--- config.mk ---
export PLATFORM = sky130hd
export DESIGN_NAME = serial_response_matcher
export DESIGN_NICKNAME = d
export VERILOG_FILES = /design/src/srm_pkg.sv /design/src/serial_response_matcher.sv
export SDC_FILE = /design/constraint.sdc
export NUM_CORES = 1
export LEC_CHECK = 0
export CAP_MARGIN = 20
export CORE_ASPECT_RATIO = 1.4
export CORE_UTILIZATION = 50
export DETAILED_ROUTE_END_ITERATION = 6
export DONT_BUFFER_PORTS = 1
export MAX_ROUTING_LAYER = met4
export PLACE_DENSITY = 0.77
export SLEW_MARGIN = 20
export SYNTH_ARGS = -nofsm -noshare
export SYNTH_HDL_FRONTEND = slang
export SYNTH_SLANG_ARGS = --single-unit
--- constraint.sdc ---
create_clock -name i_clk -period 4.1 [get_ports i_clk]
set_input_delay 0.82 -clock i_clk [delete_from_list [all_inputs] [get_ports i_clk]]
set_output_delay 0.82 -clock i_clk [all_outputs]
set_load 0.05 [all_outputs]
--- src/srm_pkg.sv ---
// Shared types and constants for the serial response matcher.
// Holds the matcher state encoding, reply codes and the byte values it looks for.
// No dependencies.
`timescale 1ns / 1ps
`default_nettype none

package srm_pkg;

    // matcher states, one per matched prefix; ST_CR and ST_LF are shared by the CMD, AOK and END replies
    typedef enum logic [3:0] {
        ST_IDLE = 4'd0,
        ST_C    = 4'd1,
        ST_CM   = 4'd2,
        ST_A    = 4'd3,
        ST_AO   = 4'd4,
        ST_CO   = 4'd5,
        ST_CON  = 4'd6,
        ST_E    = 4'd7,
        ST_EN   = 4'd8,
        ST_CR   = 4'd9,
        ST_LF   = 4'd10
    } t_match_state;

    typedef logic [1:0] t_resp_code;

    // reply codes
    localparam t_resp_code CODE_CMD  = 2'd0;
    localparam t_resp_code CODE_AOK  = 2'd1;
    localparam t_resp_code CODE_CONN = 2'd2;
    localparam t_resp_code CODE_END  = 2'd3;

    // byte values
    localparam logic [7:0] CHR_C  = 8'h43;
    localparam logic [7:0] CHR_A  = 8'h41;
    localparam logic [7:0] CHR_E  = 8'h45;
    localparam logic [7:0] CHR_M  = 8'h4D;
    localparam logic [7:0] CHR_O  = 8'h4F;
    localparam logic [7:0] CHR_N  = 8'h4E;
    localparam logic [7:0] CHR_K  = 8'h4B;
    localparam logic [7:0] CHR_D  = 8'h44;
    localparam logic [7:0] CHR_CR = 8'h0D;
    localparam logic [7:0] CHR_LF = 8'h0A;

endpackage

`default_nettype wire

--- src/serial_response_matcher.sv ---
// Top level of the serial response matcher: reply matcher and line collector.
// Depends on srm_pkg for the state encoding, reply codes and byte values.
//
// Usage:
//   Input channel (i_valid / o_ready) takes one received byte per word.
//   Output channel (o_valid / i_ready) gives one result word per input word:
//   reply-done pulse and code in command mode, buffer write (index, byte)
//   and line-done flag in line mode.
//   Configuration channel (i_cfg_valid / o_cfg_ready) is always ready and
//   writes command_mode; write it only while the block is idle (unenforced).
//   Latency: a result is shown the cycle after its byte is accepted.
//   Throughput: one byte per cycle while i_ready is high; matcher state and
//   line index update in the accepting cycle, so the next byte can follow.
//   The result register sits between the channels: while it holds a word
//   that is not taken, o_ready follows i_ready, so a stall on the output
//   holds the input back after one word.
//   Reset (synchronous, active low) selects command mode, puts the matcher
//   in idle, clears the reply code and line index and empties the result
//   register.
`timescale 1ns / 1ps
`default_nettype none

module serial_response_matcher #(
    parameter int MAX_LINE = 64
) (
    input  wire                 i_clk,
    input  wire                 i_rst_n,
    // configuration write
    input  wire                 i_cfg_valid,
    output logic                o_cfg_ready,
    input  wire                 i_cfg_command_mode,
    // received bytes
    input  wire                 i_valid,
    output logic                o_ready,
    input  wire  [7:0]          i_rx_byte,
    // results
    output logic                o_valid,
    input  wire                 i_ready,
    output logic                o_response_done,
    output srm_pkg::t_resp_code o_response_code,
    output logic                o_store_valid,
    output logic [6:0]          o_store_index,
    output logic [7:0]          o_store_value,
    output logic                o_line_done
);
    import srm_pkg::*;

    localparam int IDX_W = $clog2(MAX_LINE + 1);

    logic             r_command_mode;
    t_match_state     r_state, n_state;
    t_resp_code       r_pending, n_pending;
    logic [IDX_W-1:0] r_line_index, n_line_index;

    logic             accept;
    logic             match_done;
    t_resp_code       match_code;
    logic             is_cr;
    logic [IDX_W+6:0] index_ext;

    assign o_cfg_ready = 1'b1;
    assign o_ready     = !o_valid || i_ready;
    assign accept      = i_valid && o_ready;
    assign is_cr       = (i_rx_byte == CHR_CR);

    // matcher next state
    always_comb begin
        n_state = ST_IDLE;
        case (r_state)
            ST_IDLE: begin
                if (i_rx_byte == CHR_C)      n_state = ST_C;
                else if (i_rx_byte == CHR_A) n_state = ST_A;
                else if (i_rx_byte == CHR_E) n_state = ST_E;
            end
            ST_C: begin
                if (i_rx_byte == CHR_M)      n_state = ST_CM;
                else if (i_rx_byte == CHR_O) n_state = ST_CO;
            end
            ST_CM:   if (i_rx_byte == CHR_D)  n_state = ST_CR;
            ST_A:    if (i_rx_byte == CHR_O)  n_state = ST_AO;
            ST_AO:   if (i_rx_byte == CHR_K)  n_state = ST_CR;
            ST_CO:   if (i_rx_byte == CHR_N)  n_state = ST_CON;
            ST_E:    if (i_rx_byte == CHR_N)  n_state = ST_EN;
            ST_EN:   if (i_rx_byte == CHR_D)  n_state = ST_CR;
            ST_CR:   if (i_rx_byte == CHR_CR) n_state = ST_LF;
            default: n_state = ST_IDLE;
        endcase
    end

    // matcher outputs and pending reply code
    always_comb begin
        n_pending  = r_pending;
        match_done = 1'b0;
        match_code = CODE_CMD;
        case (r_state)
            ST_IDLE: n_pending = CODE_CMD;
            ST_CM:   if (i_rx_byte == CHR_D) n_pending = CODE_CMD;
            ST_AO:   if (i_rx_byte == CHR_K) n_pending = CODE_AOK;
            ST_EN:   if (i_rx_byte == CHR_D) n_pending = CODE_END;
            ST_CON: begin
                if (i_rx_byte == CHR_N) begin
                    n_pending  = CODE_CONN;
                    match_done = 1'b1;
                    match_code = CODE_CONN;
                end
            end
            ST_LF: begin
                if (i_rx_byte == CHR_LF) begin
                    match_done = 1'b1;
                    match_code = r_pending;
                end
            end
            default: n_pending = r_pending;
        endcase
    end

    // line index: cleared by cr, saturates at the buffer size
    always_comb begin
        if (is_cr)
            n_line_index = '0;
        else if (r_line_index < IDX_W'(MAX_LINE))
            n_line_index = r_line_index + 1'b1;
        else
            n_line_index = r_line_index;
    end

    assign index_ext = {7'd0, r_line_index};

    // control state
    always_ff @(posedge i_clk) begin
        if (!i_rst_n) begin
            r_command_mode <= 1'b1;
            r_state        <= ST_IDLE;
            r_pending      <= CODE_CMD;
            r_line_index   <= '0;
            o_valid        <= 1'b0;
        end else begin
            if (i_cfg_valid && o_cfg_ready)
                r_command_mode <= i_cfg_command_mode;
            if (accept) begin
                if (r_command_mode) begin
                    r_state   <= n_state;
                    r_pending <= n_pending;
                end else begin
                    r_line_index <= n_line_index;
                end
            end
            if (accept)
                o_valid <= 1'b1;
            else if (i_ready)
                o_valid <= 1'b0;
        end
    end

    // result word
    always_ff @(posedge i_clk) begin
        if (accept) begin
            if (r_command_mode) begin
                o_response_done <= match_done;
                o_response_code <= match_code;
                o_store_valid   <= 1'b0;
                o_store_index   <= 7'd0;
                o_store_value   <= 8'd0;
                o_line_done     <= 1'b0;
            end else begin
                o_response_done <= 1'b0;
                o_response_code <= CODE_CMD;
                o_store_valid   <= 1'b1;
                o_store_index   <= index_ext[6:0];
                o_store_value   <= is_cr ? 8'd0 : i_rx_byte;
                o_line_done     <= is_cr;
            end
        end
    end

endmodule

`default_nettype wire

==> summary.md <==
| Metric | Value |
|---|---|
| Worst EP arrival | `1.55 ns` |
| Syn_nets | `193` |
| Post-Route Setup TNS | `0 ns` |
| RePlAce Congestion | `0.943` |
| Clock Skews | `0.00434 ns` |
| Main synth FF type | `edfxtp_1` |
| CTS Root Cell | `clkbuf_8` |
| MaxCap Viol Count | `0` |
| Fraction of registers with async set/reset | `0` |
| Clk sinks | `35` |
| Total GRT Usage | `0.220` |
| Crit path cell chain | `nor2b_1 -> inv_1` |
| P_sw | `187 uW` |
| Setup crit start kind | `flip-flop` |
| Final worst slack | `1.73 ns` |
| Worst-Margin Slew | `0.745 ns` |
| Layout cells sized above 1 | `0.0730` |
| Cell area after placement | `1770 um^2` |
| Xor and xnor area share after synthesis | `0.0300` |
| Syn Area/Cell | `9.84 um^2` |
| Peak Freq | `422 MHz` |
| Max Root-Sink Buffers | `2` |
| CP max stage cell | `dfxtp_1` |
| Grt ovf | `0` |
| Simple-Gate Fraction of Synth Area | `0.287` |
| Main combinational cell family by area after synthesis | `simple AND/OR/NAND/NOR gates` |
| First-pass GRT wire length | `5870 um` |
| Final period utilization | `0.578` |
| Setup crit end kind | `output pin` |
| Drt via density | `6.17` |
| Final Cell Area | `1890 um^2` |
| Initial core utilization | `0.523` |
| Comb pwr share | `0.045` |
| Core Area | `3350 um^2` |
| Die height | `72.0 um` |
| Htree depth | `2` |
| Post-Layout Cell Count | `218` |
| Slew HR | `0.499` |
| Synth unique cells | `46` |
| WS Path Type | `flip-flop to output pin` |
| Sequential-to-total area share from yosys stat | `0.514` |
| Final nets | `192` |
| Gate Count Post-Synth | `178` |
| Clock Power Share | `0.401` |
| Number of buffers added to fix hold violations after cts | `0` |
| Adder-Cell Fraction of Synth Area | `0.00714` |
| Switching share of power | `0.239` |
| Reg clk slew, reported paths | `0.07 ns` |
| Peak supply drop | `313 uV` |
| Hold Slack | `0.466 ns` |
| Setup violations, final | `0` |
| Mapped Area | `1750 um^2` |
| Die width | `52.0 um` |
| Setup WS pre-CTS | `1.56 ns` |
| Buf/Inv on CP | `1` |
| Hold Vio Cnt, Final | `0` |
| CTS buffer count | `5` |
| Final wirelength | `3550 um` |
| CP Data Required Time | `3.28 ns` |
| Initial DRC count | `68` |
| Placement row count | `25` |
| Synth-to-Final Area Change | `7.79%` |
| Largest net degree at the start of global routing | `19` |
| Synth Register Bits | `35` |
| Vias in the first global route | `1,310` |
| Synth Warn # | `0` |
| Number of flops mapped to enable cells by yosys | `20` |
| Sequential share of power | `0.553` |
| DR vias | `1,344` |
| TritonCTS clock tree | `yes` |
| CP Max Fanout | `4` |
| Io pins | `37` |
| RSZ-0062 raised after global routing | `no` |
| HP Class | `flip-flop to flip-flop` |
| Tmin final | `2.37 ns` |
| Leak | `0.000668 uW` |
| Antenna violations before repair | `0` |
| Status | `finished, final reports clean` |
| Delay of the slowest critical-path stage | `0.65 ns` |
| Inserted Diodes | `0` |
| Post-synthesis mux area share | `0.0114` |
| Die ar. | `3750 um^2` |
| Pre-antenna DRT Iters | `4` |
| PwrDens | `413 nW/um^2` |
| # Post-CTS Setup Buffers | `0` |
| DR DRC count | `0` |
| Port buffer count | `0` |
| Synth Area in Compound Gates | `0.115` |
| Internal | `594 uW` |
| DPL Wire Length | `2600 um` |
| Final Slew Violations | `0` |
| DR WL/cell | `16.3 um` |
| Top Family by Delay on Critical Path | `flip-flops` |
| Antenna Nets Post-Route | `0` |
| Post-CTS sizing | `0` |
| Clock latency on the worst-skew pair | `0.28 ns` |
| Placed cell count | `210` |
[power groups by stage]
| stage | logic [uW] | registers, uW | clock network [uW] |
|---|---|---|---|
| 2_1_floorplan | 31.6 | 436 | 0 |
| 3_3_place_gp | 34.2 | 439 | 0 |
| 3_5_place_dp | 35.3 | 440 | 0 |
| 4_1_cts | 35.4 | 432 | 317 |
| 5_1_grt | 40.0 | 433 | 331 |
| 6_report | 35.4 | 432 | 313 |
[final cells by class]
class,count,area (um^2)
fillers,277,1460
flip-flops and latches,35,901
multi-input cells,129,793
clock buffers,6,82.6
well taps,40,50.0
clock inverters,2,35.0
inverters,5,18.8
repair buffers,1,7.51
[metal layers]
metal / vias up / part of all wire / GRT usage
met4: 0 / 0.024 / 0.126
met3: 8 / 0.076 / 0.0608
met5: - / 0 / -
met2: 58 / 0.52 / 0.352
li1: 650 / - / -
met1: 628 / 0.38 / 0.241
[per-stage QoR]
step | util | power (uW)
after floorplan | - | 468
after global placement | 0.529 | 473
after detailed placement | 0.529 | 475
after CTS | 0.564 | 785
after global routing | 0.564 | 804
final | 0.564 | 780
[synthesized netlist by cell type, types with 2 or more instances]
cell type  count  area, um^2
a211o_1        2        17.5
a21oi_1        6        30.0
a41oi_1        2        17.5
and3_1         8        50.1
and4b_1        2        20.0
clkbuf_1       7        26.3
dfxtp_1       15         300
edfxtp_1      20         601
inv_1          4        15.0
mux2i_1        2        20.0
nand2_1       14        52.6
nand2b_1       2        12.5
nand3_1        9        45.0
nor2_1        17        63.8
nor2b_1       15        93.8
nor3_1         7        35.0
nor4_1         2        12.5
nor4b_1        2        17.5
o2111ai_1      2        17.5
o211ai_1       2        15.0
o21ai_0        6        30.0
or4_1          3        22.5
or4b_2         2        20.0
xor2_1         5        43.8
[registers in the layout (all words and copies together), names as in the netlist]
register         count
o_response_code      2
o_valid              1
o_store_value        8
r_pending            2
r_command_mode       1
o_line_done          1
r_state              4
o_store_index        7
o_store_valid        1
r_line_index         7
o_response_done      1
[cell usage in the layout, fill, tap and decap left out, types with 3 or more instances in the layout]
master	count
nor3_1	7
o21ai_0	6
or4_1	3
clkbuf_8	6
nand3_1	9
and3_1	8
nor2b_1	15
nand2_1	14
a21oi_1	6
inv_1	4
edfxtp_1	20
nor2_1	17
xor2_1	5
dfxtp_1	15
[final timing paths]
kind	start	end	slack, ns	cells past startpoint
setup / recovery	o_valid$_SDFFE_PN0P_	o_ready	1.73	2
hold / removal	r_pending[0]$_SDFFE_PN0P_	r_pending[0]$_SDFFE_PN0P_	0.47	2
setup reg to reg	r_command_mode$_SDFFE_PN1P_	r_pending[0]$_SDFFE_PN0P_	1.93	5
hold reg to reg	r_pending[0]$_SDFFE_PN0P_	r_pending[0]$_SDFFE_PN0P_	0.47	2
[tightest hold or removal path: stages (launching register included)]
cell	delay, ns
dfxtp_1	0.31
nand2_1	0.05
mux2i_1	0.06
[cell families after synthesis]
| family | after synthesis |
|---|---|
| xor gates and xnor gates | 6 |
| DFF | 35 |
| buffers and inverters | 14 |
| and+or+nand+nor | 90 |
| muxes | 2 |
| other | 1 |
| AOI/OAI and AO/OA | 29 |
| adders and majority gates | 1 |
Note: power is estimated with default switching activity, not from simulation.
